==> src/per_sensor_moving_average_alarm_core_defines.svh <==
// Assertion macros shared by the sensor average alarm core.
`ifndef PER_SENSOR_MOVING_AVERAGE_ALARM_CORE_DEFINES_SVH
`define PER_SENSOR_MOVING_AVERAGE_ALARM_CORE_DEFINES_SVH
`ifndef SYNTHESIS
`define PSMAA_ASSERT_NOW(lbl, ante, cons) \
	lbl: assert property (@(posedge clk) disable iff (!arst_n) (ante) |-> (cons)) \
		else $error("Assertion failed.");
`define PSMAA_ASSERT_NEXT(lbl, ante, cons) \
	lbl: assert property (@(posedge clk) disable iff (!arst_n) (ante) |=> (cons)) \
		else $error("Assertion failed.");
`else
`define PSMAA_ASSERT_NOW(lbl, ante, cons)
`define PSMAA_ASSERT_NEXT(lbl, ante, cons)
`endif
`endif

==> src/psmaa_avg.sv <==
// Window average by reciprocal multiplication and threshold compare.
`timescale 1ns / 1ps
module psmaa_avg #(
	parameter int WINDOW = 8,
	parameter int SUM_W  = 19
) (
	input  logic                    clk,
	input  logic                    en,
	input  logic signed [SUM_W-1:0] sum,
	input  logic signed [15:0]      max_temp,
	input  logic signed [15:0]      min_temp,
	output logic signed [15:0]      average,
	output logic                    too_hot,
	output logic                    too_cold
);
	localparam int K      = SUM_W + $clog2(WINDOW);
	localparam int PROD_W = SUM_W + K + 1;
	localparam longint unsigned RECIP_L =
		((64'd1 << K) + 64'(WINDOW) - 64'd1) / 64'(WINDOW);
	localparam logic [K:0] RECIP = RECIP_L[K:0];

	logic [SUM_W-1:0]  mag;
	logic              neg_s1;
	logic [PROD_W-1:0] prod_s1;
	logic [15:0]       quo;

	assign mag = sum[SUM_W-1] ? (~sum + SUM_W'(1)) : sum;

	always_ff @(posedge clk) begin
		if (en) begin
			neg_s1  <= sum[SUM_W-1];
			prod_s1 <= PROD_W'(mag) * PROD_W'(RECIP);
		end
	end

	assign quo      = prod_s1[K +: 16];
	assign average  = neg_s1 ? $signed(~quo + 16'd1) : $signed(quo);
	assign too_hot  = average > max_temp;
	assign too_cold = average < min_temp;
endmodule
==> config.mk <==
export PLATFORM = sky130hd
export DESIGN_NAME = psmaa_avg
export DESIGN_NICKNAME = d
export VERILOG_FILES = /design/src/per_sensor_moving_average_alarm_core_defines.svh /design/src/psmaa_avg.sv
export SDC_FILE = /design/constraint.sdc
export NUM_CORES = 1
export LEC_CHECK = 0
export BUFFER_PORTS_ARGS = -buffer_cell sky130_fd_sc_hd__buf_4
export CAP_MARGIN = 0
export CORE_ASPECT_RATIO = 0.7
export CORE_UTILIZATION = 52
export CTS_BUF_LIST = sky130_fd_sc_hd__clkbuf_2 sky130_fd_sc_hd__clkbuf_4 sky130_fd_sc_hd__clkbuf_8
export CTS_CLUSTER_SIZE = 40
export DETAILED_ROUTE_END_ITERATION = 12
export GPL_ROUTABILITY_DRIVEN = 0
export GPL_TIMING_DRIVEN = 1
export MAX_ROUTING_LAYER = met4
export PLACE_DENSITY = 0.83
export SYNTH_ARGS = -nofsm -noshare
export SYNTH_HDL_FRONTEND = slang
export SYNTH_SLANG_ARGS = --single-unit
==> constraint.sdc <==
create_clock -name clk -period 4.05 [get_ports clk]
set_input_delay 0.2025 -clock clk [delete_from_list [all_inputs] [get_ports clk]]
set_output_delay 0.2025 -clock clk [all_outputs]
set_load 0.03 [all_outputs]
==> impl_results.md <==
- Slew @ Worst Pin: around 530 ps
- Worst Setup SP: prod_s1[22]
- Ys Warns: 0
- Hold buffers post-CTS: 0
- Pleak: roughly 1.2 nW
- WL/cell: approximately 12 µm
- Final #Nets: ~380
- Global-route wire length before repair: 6530 µm
- Root Driver: clkbuf_8
- DRT Wirelength: around 4200 µm
- PD cells: around 300 nW/µm²
- DRC violations left: 0
- Ys async rst share: 0
- CP endpoint: too_cold
- Setup TNS Final: 0 ps
- Critical path class: reg2out
- Status: complete, no violations
- Die height: about 53 µm
- CP max FO: 4
- Overflow after GRT: 0
- Cell variety after synth: 35
- CTS Buf Count: 3
- Vias per cell: approximately 5.2
- Die area: approximately 4000 µm²
- CTS sink count: 17
- Critical Path RT: 3850 ps
- Area contributors post-synth: edfxtp_1, ha_1, xnor2_1
- Largest net degree at the start of global routing: 18
- Tmin final: between 3000 and 4000 ps
- Highest metal used: met4
- RSZ-0062 raised after global routing: false
- Clk slew on worst S/H paths: about 60 ps
- Area leader, netlist: edfxtp_1
- Mapped Area: ~1900 µm²
- Tcrit/Tclk final: 0.939
- Core footprint: ~3500 µm²
- Final setup fails: 0
- Top cells by count, synth: inv_1, ha_1, xnor2_1
- FF+latch count, synth: 17
- Layout cells sized above 1: 0.287
- Chip Width: 74.9 µm
- Critical Path Start Type: flop
- Post-Synthesis Cells: ~220
- DR vias: around 1800
- Slew Viols, Final: 0
- Vias in the first global route: ~1500
- Max-cap violations: 0
- VDD IR-drop max: 0.212 mV
- Pre-CTS setup slack: 360 ps
- Hold slack: 258 ps
- Final ANT Viol Nets: 0
- Final Util: 0.733
- Area delta synth->final: 34.1%
- Sequential share of the synthesized area: 0.264
- CTS max path bufs: 2
- Total GRT Usage: 0.218
- Mean Syn Cell Area: around 9 µm²
- Metal3 WL: about 200 µm
- Final Hold Viols: 0
- Post-DP HPWL: 3550 µm
- N_diodes: 0
- Yosys top cell area share: 0.264
- Crit. End Element: output pin
- Mapped Nets: 300
- Htree depth: 1
- Ys flop type: edfxtp_1
- Hold Crit Class: in2reg
- Worst path arrival time: around 3600 ps
- Detailed-router iteration count before antenna repair: 4
- Initial Util: 0.546
- Initial antenna violation count: 0
- PortBufs: 70
- Final WS setup: 246 ps
- Number of synthesized flops with an enable pin: 17
- Worst slew margin: 0.646
- WL met2: ~1900 µm
- Fmax: approximately 260 MHz
- Count leader, synth: inv_1
- Num rows: 18
- TritonCTS clock tree: yes
- Ports: 71
- Wl on met1: 2060 µm
- Initial DRC count: between 70 and 80
registers in the layout, summed over array words and instances (netlist names):
signal,flops
neg_s1,1
prod_s1,16
layout by cell type (no fill, tap or decap), drive strengths merged:
cell type / netlist / layout
a2111o: 1 / 1
a2111oi: 1 / 1
a21o: 3 / 3
a21oi: 10 / 10
a221oi: 1 / 1
a2bb2oi: 2 / 2
a31oi: 1 / 1
buf: 1 / 73
clkbuf: 2 / 4
edfxtp: 17 / 17
ha: 32 / 32
inv: 33 / 33
nand2: 17 / 17
nand2b: 1 / 1
nand3b: 1 / 1
nand4: 8 / 8
nor2: 8 / 8
nor2b: 1 / 1
nor3: 2 / 2
nor3b: 1 / 1
nor4: 5 / 5
nor4bb: 1 / 1
o211ai: 1 / 1
o21a: 2 / 2
o21ai: 12 / 12
o2bb2ai: 1 / 1
o31ai: 9 / 9
o41ai: 4 / 4
or2: 1 / 1
or3: 2 / 2
or4: 3 / 3
or4b: 2 / 2
xnor2: 29 / 29
worst min path at each step:
stage                  from     endpoint  slack, ps  depth (start not counted)
floorplan           sum[18]       neg_s1        300                          0
global placement     sum[7]  prod_s1[26]        510                          2
detailed placement  sum[17]  prod_s1[37]        510                          2
CTS                 sum[17]  prod_s1[37]        250                          2
global route         sum[7]  prod_s1[26]        250                          2
finish              sum[17]  prod_s1[37]        260                          2
timing repair:
| item | CTS | global route |
|---|---|---|
| setup buffers | 0 | 3 |
| endpoints found under the setup margin | 0 | 1 |
| resized for setup | 0 | 2 |
final cells by class:
class                   count  area, µm²
clock buffers               4       48.8
fillers                   274        945
well taps                  50       62.6
inverters                  33        124
repair buffers             73        548
flip-flops and latches     17        510
multi-input cells         162       1300
report_power, final:
group / switching (W) / internal [W]
clock network: 0.0000464 / 0.0000761
logic: 0.000234 / 0.000184
registers: 0.0000228 / 0.000217
metrics by stage:
step	total power [W]	instance area (µm²)	cells
after floorplan	0.000500	1930	215
after global placement	0.000640	2500	332
after detailed placement	0.000649	2500	332
after CTS	0.000772	2550	336
after global routing	0.000838	2590	339
final	0.000780	2590	339
metal layers:
layer,global-route usage,up-vias
met4,0.0566,0
met3,0.00952,2
met1,0.293,780
met5,-,-
met2,0.365,63
li1,-,932
logic make-up after synthesis:
| logic type | count (synthesis) | synth area share |
|---|---|---|
| xor gates and xnor gates | 29 | 0.131 |
| adders and majority gates | 32 | 0.207 |
| DFF | 17 | 0.264 |
| and+or+nand+nor | 53 | 0.153 |
| buffers and inverters | 36 | 0.0719 |
| AOI/OAI and AO/OA | 48 | 0.172 |
critical path, cell delays in order, from the launching register on:
cell and delay [ps]:
edfxtp_1 440, inv_1 110, ha_1 170, or4b_4 490, or4b_4 550, o31ai_4 180
xnor2_1 140, ha_1 320, nand4_1 200, nor4_4 300, a221oi_1 140, o2bb2ai_1 150
buf_4 170
(Power assumes the default switching activity.)
