File: config.mk
export PLATFORM = sky130hd
export DESIGN_NAME = psmaa_cell
export DESIGN_NICKNAME = d
export VERILOG_FILES = /design/src/per_sensor_moving_average_alarm_core_defines.svh /design/src/psmaa_pkg.sv /design/src/psmaa_cell.sv
export SDC_FILE = /design/constraint.sdc
export NUM_CORES = 1
export LEC_CHECK = 0
export BUFFER_PORTS_ARGS = -buffer_cell sky130_fd_sc_hd__buf_2
export CAP_MARGIN = 20
export CORE_MARGIN = 2
export CORE_UTILIZATION = 55
export DETAILED_ROUTE_END_ITERATION = 8
export PLACE_DENSITY = 0.81
export SLEW_MARGIN = 20
export SYNTH_ARGS = -nofsm -noshare
export SYNTH_HDL_FRONTEND = slang
export SYNTH_SLANG_ARGS = --single-unit
File: constraint.sdc
create_clock -name clk -period 7 [get_ports clk]
set_clock_uncertainty 0.05 [all_clocks]
set_input_delay 0.35 -clock clk [delete_from_list [all_inputs] [get_ports clk]]
set_output_delay 0.35 -clock clk [all_outputs]
set_load 0.005 [all_outputs]
File: src/per_sensor_moving_average_alarm_core_defines.svh
// Assertion macros shared by the sensor average alarm core.
`ifndef PER_SENSOR_MOVING_AVERAGE_ALARM_CORE_DEFINES_SVH
`define PER_SENSOR_MOVING_AVERAGE_ALARM_CORE_DEFINES_SVH
`ifndef SYNTHESIS
`define PSMAA_ASSERT_NOW(lbl, ante, cons) \
	lbl: assert property (@(posedge clk) disable iff (!arst_n) (ante) |-> (cons)) \
		else $error("Assertion failed.");
`define PSMAA_ASSERT_NEXT(lbl, ante, cons) \
	lbl: assert property (@(posedge clk) disable iff (!arst_n) (ante) |=> (cons)) \
		else $error("Assertion failed.");
`else
`define PSMAA_ASSERT_NOW(lbl, ante, cons)
`define PSMAA_ASSERT_NEXT(lbl, ante, cons)
`endif
`endif

File: src/psmaa_pkg.sv
// Types and constants shared by the sensor average alarm core.
`timescale 1ns / 1ps
package psmaa_pkg;
	localparam logic [1:0] STATUS_OK        = 2'd0;
	localparam logic [1:0] STATUS_NOT_FOUND = 2'd1;
	localparam logic [1:0] STATUS_FULL      = 2'd2;

	localparam logic REQ_MAP    = 1'b0;
	localparam logic REQ_SAMPLE = 1'b1;

	localparam logic REG_MAX_TEMP = 1'b0;
	localparam logic REG_MIN_TEMP = 1'b1;

	typedef enum logic [3:0] {
		ST_IDLE  = 4'b0001,
		ST_MATCH = 4'b0010,
		ST_UPD   = 4'b0100,
		ST_MUL   = 4'b1000
	} state_t;

	typedef struct packed {
		logic        lookup;
		logic        load;
		logic        update;
		logic [15:0] sensor_key;
		logic [15:0] room_id;
		logic [15:0] sample;
		logic [31:0] timestamp;
	} cell_cmd_t;
endpackage

File: src/psmaa_cell.sv
// One table entry: sensor id, room, sample shift line and running window sum.
`timescale 1ns / 1ps
module psmaa_cell #(
	parameter int WINDOW = 8,
	parameter int SUM_W  = 19
) (
	input  logic                    clk,
	input  logic                    arst_n,
	input  psmaa_pkg::cell_cmd_t    cmd,
	input  logic                    load_sel,
	input  logic                    claim_in,
	output logic                    claim_out,
	output logic                    hit,
	output logic [15:0]             room,
	output logic [31:0]             last_time,
	output logic signed [SUM_W-1:0] sum,
	output logic                    filled
);
	import psmaa_pkg::*;

	localparam int POS_W = (WINDOW > 1) ? $clog2(WINDOW) : 1;

	logic                    valid_q;
	logic                    match_q;
	logic [15:0]             sensor_q;
	logic [15:0]             room_q;
	logic [POS_W-1:0]        pos_q;
	logic                    filled_q;
	logic signed [SUM_W-1:0] sum_q;
	logic [31:0]             time_q;
	logic signed [15:0]      taps_q [WINDOW];

	assign hit       = match_q & ~claim_in;
	assign claim_out = claim_in | match_q;
	assign room      = room_q;
	assign last_time = time_q;
	assign sum       = sum_q;
	assign filled    = filled_q;

	always_ff @(posedge clk or negedge arst_n) begin
		if (!arst_n) begin
			valid_q <= 1'b0;
			match_q <= 1'b0;
		end else begin
			if (cmd.lookup) begin
				match_q <= valid_q && (sensor_q == cmd.sensor_key);
			end
			if (cmd.load && load_sel) begin
				valid_q <= 1'b1;
			end
		end
	end

	always_ff @(posedge clk) begin
		if (cmd.load && load_sel) begin
			sensor_q <= cmd.sensor_key;
			room_q   <= cmd.room_id;
			pos_q    <= '0;
			filled_q <= 1'b0;
			sum_q    <= '0;
			time_q   <= '0;
		end else if (cmd.update && hit) begin
			taps_q[0] <= $signed(cmd.sample);
			for (int k = 1; k < WINDOW; k++) begin
				taps_q[k] <= taps_q[k-1];
			end
			sum_q <= sum_q + SUM_W'($signed(cmd.sample))
				- (filled_q ? SUM_W'(taps_q[WINDOW-1]) : SUM_W'(0));
			if (pos_q == POS_W'(WINDOW - 1)) begin
				pos_q    <= '0;
				filled_q <= 1'b1;
			end else begin
				pos_q <= pos_q + POS_W'(1);
			end
			time_q <= cmd.timestamp;
		end
	end
endmodule

==> load_flow_metrics.sql, run 1 <==
INSERT INTO impl_metrics (metric_group, metric, value, unit) VALUES
('clock_network', 'numClockSinks', '217', ''),
('critical_path', 'worst_path_largest_cell_delay', '0.50', 'ns'),
('finish', 'final_cell_mix', '160 x sky130_fd_sc_hd__edfxtp_1, 156 x sky130_fd_sc_hd__buf_2, 101 x sky130_fd_sc_hd__nand2_1, 71 x sky130_fd_sc_hd__inv_1, 58 x sky130_fd_sc_hd__a21oi_1', ''),
('synthesis', 'yosys.area_share.adder', '0.0733', ''),
('floorplanning', 'num_rows', '45', ''),
('sta', 'setup_viol_count_final', '0', ''),
('worst_hold_path', 'min_delay_worst_endpoint', 'taps_q[0][5]', ''),
('critical_path', 'reg2regPathDepth', '10', ''),
('grt', 'antenna_found_initial', '0', ''),
('critical_path', 'worst_path_most_repeated_cell', 'sky130_fd_sc_hd__fa_1', ''),
('floorplanning', 'die_width', '130', 'um'),
('sta', 'worst_pin_slew', '0.969', 'ns'),
('sta', 'period_minus_slack', '3.31', 'ns'),
('clock_network', 'cts_resized', '0', ''),
('drt', 'initialDrtViolationCount', '333', ''),
('synthesis', 'syn-mean-instance-area', '13.2', 'um2'),
('drt', 'routed_wl_per_cell', '15.8', 'um'),
('job', 'maxCapViolations', '0', ''),
('synthesis', 'synth.yosys.warnings', '0', ''),
('clock_network', 'cts_max_path_buffers', '3', ''),
('worst_hold_path', 'timing.hold.worst.start', 'cmd[37]', ''),
('finish', 'layout.filler_cells', '1074', ''),
('clock_network', 'tritoncts', 'built', ''),
('outcome', 'status', 'completed', ''),
('synthesis', 'synthesis_stage_register_bit_count', '217', ''),
('critical_path', 'critical_path.cell_chain', 'and2_1, fa_1, inv_1, fa_1, a21o_1, a221oi_2, o211a_4, o21bai_2, and3_4, a2111oi_2', ''),
('worst_hold_path', 'hold_path_depth', '1', ''),
('synthesis', 'asyncSetResetFlopFracSynth', '0.00922', ''),
('finish', 'antenna_cells_inserted', '0', ''),
('place', 'placedCellCount', '1004', ''),
('place', 'port_buffers', '156', ''),
('floorplanning', 'core_area', '15300', 'um2'),
('critical_path', 'worst_path_max_delay_cell', 'sky130_fd_sc_hd__dfxtp_1', ''),
('synthesis', 'synth-seq-area-share', '0.687', ''),
('drt', 'drt_first_pass_iters', '6', ''),
('grt', 'grt_overflow_total', '0', ''),
('clock_network', 'worst_skew_pair.late_latency', '0.49', 'ns'),
('synthesis', 'summed_instance_area_of_the_synthesized_netlist', '8670', 'um2'),
('grt', 'grt_pass1_wl', '26500', 'um'),
('floorplanning', 'die-height', '130', 'um'),
('synthesis', 'synthesis.instances', '655', ''),
('synthesis', 'synth_top_family_by_area', 'simple AND/OR/NAND/NOR gates', ''),
('place', 'place_congestion', '0.877', ''),
('worst_hold_path', 'hold_path.class', 'primary input to flip-flop', ''),
('critical_path', 'timing.critical_path.arrival', '3.65', 'ns'),
('power', 'static-leakage-power', '4.30', 'nW'),
('clock_network', 'cts_max_level', '1', ''),
('synthesis', 'synth-main-ff-cell', 'sky130_fd_sc_hd__edfxtp_1', ''),
('critical_path', 'worstReg2RegStart', 'filled', ''),
('clock_network', 'clock_pin_slew_reported_for_the_worst_setup_and_hold_paths_after_clock_tree_synthesis', '0.06', 'ns'),
('power', 'p_per_area', '251', 'nW/um2'),
('grt', 'grt_start_max_net_pins', '83', ''),
('finish', 'finish.cell_count_without_fillers', '1084', ''),
('drt', 'number_of_nets_with_antenna_violations_after_detailed_routing', '0', ''),
('synthesis', 'muxShareOfSynthArea', '0.00231', ''),
('sta', 'achievable-frequency', '302', 'MHz'),
('finish', 'syn2layout_area_growth', '24.4', '%'),
('drt', 'detail_route.wirelength', '17100', 'um'),
('place', 'hpwlAfterDp', '11000', 'um'),
('grt', 'grt_usage', '0.201', ''),
('floorplanning', 'io-pin-count', '157', ''),
('clock_network', 'ctsRootBufferMaster', 'sky130_fd_sc_hd__clkbuf_16', ''),
('synthesis', 'synth-compound-area-share', '0.0780', ''),
('finish', 'multi_input_area', '2350', 'um2'),
('synthesis', 'area_fraction_in_and_or_nand_and_nor_cells_after_synthesis', '0.0924', ''),
('finish', 'post_layout_net_count', '984', ''),
('floorplanning', 'die_area', '16800', 'um2'),
('finish', 'layout.area.seq', '5960', 'um2'),
('grt', 'grt_pass1_vias', '5372', ''),
('floorplanning', 'initial_core_util', '0.566', ''),
('sta', 'grt_setup_unrepaired', 'false', '');
worst max-delay path: cells and delay by family (launching register included):
kind / cells / cell delay, ns
AO/OA/AOI/OAI: 5 / 1.18
flip-flops: 1 / 0.50
AND/OR/NAND/NOR: 2 / 0.44
adder cells (fa/ha/maj): 2 / 0.95
buffers and inverters: 1 / 0.07
layer usage:
metal,up-vias,global-route usage,share of wire
li1,2679,-,-
met1,2683,0.282,0.43
met2,160,0.319,0.48
met3,33,0.0462,0.061
met4,0,0.0569,0.023
met5,-,0,0
cell usage after synthesis, types with 3 or more instances:
master | instances | area, um2
sky130_fd_sc_hd__a211oi_1 | 4 | 30.0
sky130_fd_sc_hd__nor2b_1 | 4 | 25.0
sky130_fd_sc_hd__edfxtp_1 | 160 | 4800
sky130_fd_sc_hd__nand2_1 | 102 | 383
sky130_fd_sc_hd__nor2_1 | 10 | 37.5
sky130_fd_sc_hd__nand3_1 | 7 | 35.0
sky130_fd_sc_hd__fa_1 | 18 | 360
sky130_fd_sc_hd__nor3b_1 | 3 | 22.5
sky130_fd_sc_hd__a2111oi_2 | 3 | 45.0
sky130_fd_sc_hd__o21ai_0 | 11 | 55.1
sky130_fd_sc_hd__nand3b_1 | 3 | 22.5
sky130_fd_sc_hd__xor2_1 | 15 | 131
sky130_fd_sc_hd__xnor2_1 | 10 | 87.6
sky130_fd_sc_hd__and2_1 | 15 | 93.8
sky130_fd_sc_hd__clkbuf_1 | 18 | 67.6
sky130_fd_sc_hd__dfxtp_1 | 55 | 1100
sky130_fd_sc_hd__nor4_1 | 4 | 25.0
sky130_fd_sc_hd__ha_1 | 22 | 275
sky130_fd_sc_hd__a21o_1 | 4 | 30.0
sky130_fd_sc_hd__inv_1 | 72 | 270
sky130_fd_sc_hd__nand4_1 | 3 | 18.8
sky130_fd_sc_hd__a21oi_1 | 58 | 290
sky130_fd_sc_hd__nand2b_1 | 3 | 18.8
sky130_fd_sc_hd__nor3_1 | 11 | 55.1
power by group:
group | leakage (nW) | switching (mW) | internal (mW)
logic | 2.03 | 0.0905 | 0.0840
clock network | 0.349 | 0.452 | 0.695
registers | 1.92 | 0.00471 | 1.38
logic make-up (layout without fill, tap and decap cells):
family / Yosys count / in the layout
DFF: 217 / 217
and+or+nand+nor: 173 / 173
AOI/OAI and AO/OA: 103 / 103
buffers and inverters: 95 / 313
adders and majority gates: 40 / 40
xor gates and xnor gates: 25 / 25
muxes: 2 / 2
area by class of cell:
class,instances,area share
Clock inverter,10,0.00917
Sequential cell,217,0.552
Multi-Input combinational cell,343,0.218
Tap cell,211,0.0245
Clock buffer,30,0.0577
Inverter,73,0.0256
Timing Repair Buffer,200,0.112
flip-flops by register name, indices dropped and copies added, names as in the netlist, 3 cells and up:
register	count
last_time	32
pos_q	3
room	16
sensor_q	16
sum	19
taps_q	128
worst max-delay path by stage:
stage	end	slack, ns
floorplan	taps_q[0][0]	2.72
global placement	sum[14]	3.78
detailed placement	sum[14]	3.67
CTS	sum[12]	3.66
global route	sum[18]	3.43
finish	sum[14]	3.69
per-stage QoR:
step                      utilization  area (um2)  hold slack (ns)  total power [mW]  worst slack (ns)
after floorplan                     -        8670          0.00441              1.51              2.72
after global placement          0.631        9660           0.0866              1.57              3.78
after detailed placement        0.631        9660           0.0862              1.57              3.67
after CTS                       0.703       10800          0.00216              2.74              3.66
after global routing            0.704       10800          0.00295              2.80              3.43
final                           0.704       10800           0.0205              2.71              3.69
Power figures use the tool's default switching activity.
==> run 2: changes to the inputs <==
Clock period 7 ns to 3.1 ns, I/O delays scaled along.
==> run 2 against run 1 <==
Count of clock-buffer cells in the layout is the same. Sequential cell count stayed put. Maximum frequency grew 11%. Critical path depth did not move. Utilization rose by 3.9 points. Combinational power rose to 2.8 times the previous value. First-iteration DRC count up 42%. Sequential power is 130% higher. Total power increased by 130%. Worst setup slack worse by 3.6 ns. Wire length is 18% higher. Via count grew 8.0%. Critical endpoint unchanged. Largest cell class unchanged.
==> load_flow_metrics.sql, run 2 (synthesis gave the netlist of run 1 again) <==
INSERT INTO impl_metrics (metric_group, metric, value, unit) VALUES
('sta', 'final_worst_setup_slack', '0.118', 'ns'),
('place', 'placement.setup.worst_slack', '-0.0693', 'ns'),
('clock_network', 'worst_skew_pair.late_latency', '0.50', 'ns'),
('clock_network', 'tritoncts', 'built', ''),
('drt', 'drt_first_pass_iters', '6', ''),
('critical_path', 'startpoint_type', 'flip-flop', ''),
('finish', 'finish.cell_count_without_fillers', '1138', ''),
('critical_path', 'critical_path_required', '3.44', 'ns'),
('finish', 'largest-register', 'taps_q', ''),
('job', 'maxCapViolations', '0', ''),
('finish', 'syn2layout_area_growth', '31.4', '%'),
('sta', 'min_period_over_period', '0.962', ''),
('floorplanning', 'core_area', '15300', 'um2'),
('finish', 'final_cell_mix', '160 x sky130_fd_sc_hd__edfxtp_1, 156 x sky130_fd_sc_hd__buf_2, 100 x sky130_fd_sc_hd__nand2_1, 83 x sky130_fd_sc_hd__dlygate4sd3_1, 71 x sky130_fd_sc_hd__inv_1', ''),
('critical_path', 'critical_path.cell_chain', 'and2_1, fa_1, inv_1, fa_2, a21o_1, a221oi_4, o211a_4, o21bai_2, and3_4, a2111oi_2', ''),
('sta', 'timing.slew.headroom', '0.470', ''),
('outcome', 'status', 'completed', ''),
('floorplanning', 'die_width', '130', 'um'),
('floorplanning', 'die-height', '130', 'um'),
('sta', 'final-max-slew-violation-count', '0', ''),
('critical_path', 'endpoint_kind', 'flip-flop', ''),
('grt', 'grt_overflow_total', '0', ''),
('clock_network', 'numClockSinks', '217', ''),
('critical_path', 'r2r_setup_slack', '0.12', 'ns'),
('critical_path', 'path_max_fanout', '5', ''),
('worst_hold_path', 'hold_path.class', 'primary input to flip-flop', ''),
('place', 'place_congestion', '0.913', ''),
('critical_path', 'worstReg2RegStart', 'taps_q[1][49]', ''),
('critical_path', 'worst_path_max_delay_cell', 'sky130_fd_sc_hd__fa_1', ''),
('sta', 'setup_viol_count_final', '0', ''),
('finish', 'antenna_cells_inserted', '0', ''),
('clock_network', 'tritoncts.num_buffers', '22', ''),
('floorplanning', 'die_area', '16800', 'um2'),
('place', 'hpwlAfterDp', '11600', 'um'),
('floorplanning', 'num_rows', '45', ''),
('critical_path', 'worst_setup_path_endpoint', 'sum[14]', ''),
('sta', 'worst_pin_slew', '0.793', 'ns'),
('sta', 'timing.final.hold_violations', '0', ''),
('power', 'static-leakage-power', '4.54', 'nW'),
('sta', 'period_minus_slack', '2.98', 'ns'),
('finish', 'largest_register_ffs', '128', ''),
('drt', 'number_of_nets_with_antenna_violations_after_detailed_routing', '0', ''),
('place', 'port_buffers', '156', ''),
('critical_path', 'path_buf_inv', '1', ''),
('drt', 'detail_route.wirelength', '20300', 'um'),
('grt', 'grt_pass1_wl', '30600', 'um'),
('finish', 'post_layout_net_count', '1038', ''),
('critical_path', 'worst_path_largest_cell_delay', '0.47', 'ns'),
('critical_path', 'reg2regPathDepth', '10', ''),
('grt', 'antenna_found_initial', '0', ''),
('floorplanning', 'initial_core_util', '0.566', ''),
('drt', 'routed_wl_per_cell', '17.8', 'um'),
('finish', 'drive_gt1_frac', '0.251', ''),
('clock_network', 'clock_pin_slew_reported_for_the_worst_setup_and_hold_paths_after_clock_tree_synthesis', '0.06', 'ns'),
('critical_path', 'critical_path.top_delay_family', 'compound AO/OA/AOI/OAI gates', ''),
('power', 'vdd.ir_drop.worst', '0.000404', 'V'),
('drt', 'detail_route.drc_violations', '0', ''),
('drt', 'initialDrtViolationCount', '473', ''),
('place', 'placedCellCount', '1013', ''),
('critical_path', 'timing.critical_path.arrival', '3.32', 'ns'),
('sta', 'achievable-frequency', '335', 'MHz'),
('grt', 'grt_pass1_vias', '6014', ''),
('power', 'p_per_area', '551', 'nW/um2'),
('drt', 'routed-via-count', '6001', ''),
('sta', 'grt_setup_unrepaired', 'false', ''),
('grt', 'grt_usage', '0.238', ''),
('clock_network', 'cts_max_path_buffers', '3', ''),
('clock_network', 'cts_max_level', '1', ''),
('finish', 'layout.cells.most_common', 'sky130_fd_sc_hd__edfxtp_1', ''),
('floorplanning', 'io-pin-count', '157', ''),
('drt', 'vias_per_cell', '5.27', ''),
('critical_path', 'setup.worst_path.start', 'taps_q[1][49]', ''),
('critical_path', 'worst-setup-path-type', 'flip-flop to flip-flop', ''),
('sta', 'tns', '0', 'ns'),
('grt', 'grt_start_max_net_pins', '88', ''),
('critical_path', 'regToRegEndpoint', 'sum[14]', ''),
('clock_network', 'ctsRootBufferMaster', 'sky130_fd_sc_hd__clkbuf_16', ''),
('critical_path', 'worstSetupPathDepth', '10', '');
==> run 2: metrics by stage <==
stage	area [um2]	hold WS [ns]	power, mW	util
after floorplan	8700	-0.191	3.41	-
after global placement	9750	-0.109	3.55	0.637
after detailed placement	9750	-0.109	3.56	0.637
after CTS	11300	0.0445	6.28	0.739
after global routing	11400	0.0803	6.47	0.743
final	11400	0.0650	6.28	0.743
==> run 2: where the power goes <==
part / leakage (nW) / internal, mW / total [mW] / switching, mW
logic: 2.27 / 0.244 / 0.487 / 0.243
registers: 1.92 / 3.12 / 3.13 / 0.0112
clock network: 0.353 / 1.59 / 2.66 / 1.07
total: 4.54 / 4.96 / 6.28 / 1.32
==> run 2: worst min-delay path, stage by stage <==
cell                       delay [ns]
sky130_fd_sc_hd__buf_2           0.08
sky130_fd_sc_hd__nand2_1         0.06
sky130_fd_sc_hd__buf_4           0.19
sky130_fd_sc_hd__nand2b_1        0.09
==> run 2: worst min path at each step <==
stage                          to      from  slack [ns]  depth (start not counted)
final                     valid_q  load_sel        0.06                          4
after global routing      valid_q  load_sel        0.08                          4
after CTS                 valid_q  load_sel        0.04                          4
after detailed placement  match_q    arst_n       -0.11                          1
after global placement    match_q    arst_n       -0.11                          1
after floorplan           match_q    arst_n       -0.19                          0
==> run 2: timing repair <==
action	in CTS	in global routing
endpoints found under the hold margin	83	0
pin swaps	0	3
hold buffers	83	0
gates resized for setup	2	14
endpoints found under the setup margin	1	7
setup buffers	0	2
==> run 2: cell type report <==
type,instances,area [um2]
clock buffer,30,632
clock inverter,10,101
fill,963,3930
inverter,73,278
multi-input combinational,343,2410
sequential,217,5960
tap,211,264
timing repair buffer,254,1740
==> run 2: routing by layer <==
| layer | share of wire | GRT usage | up-vias |
|---|---|---|---|
| met4 | 0.035 | 0.0917 | 0 |
| met3 | 0.063 | 0.0429 | 63 |
| met5 | 0 | 0 | - |
| met1 | 0.41 | 0.305 | 2910 |
| met2 | 0.50 | 0.405 | 251 |
| li1 | - | - | 2777 |
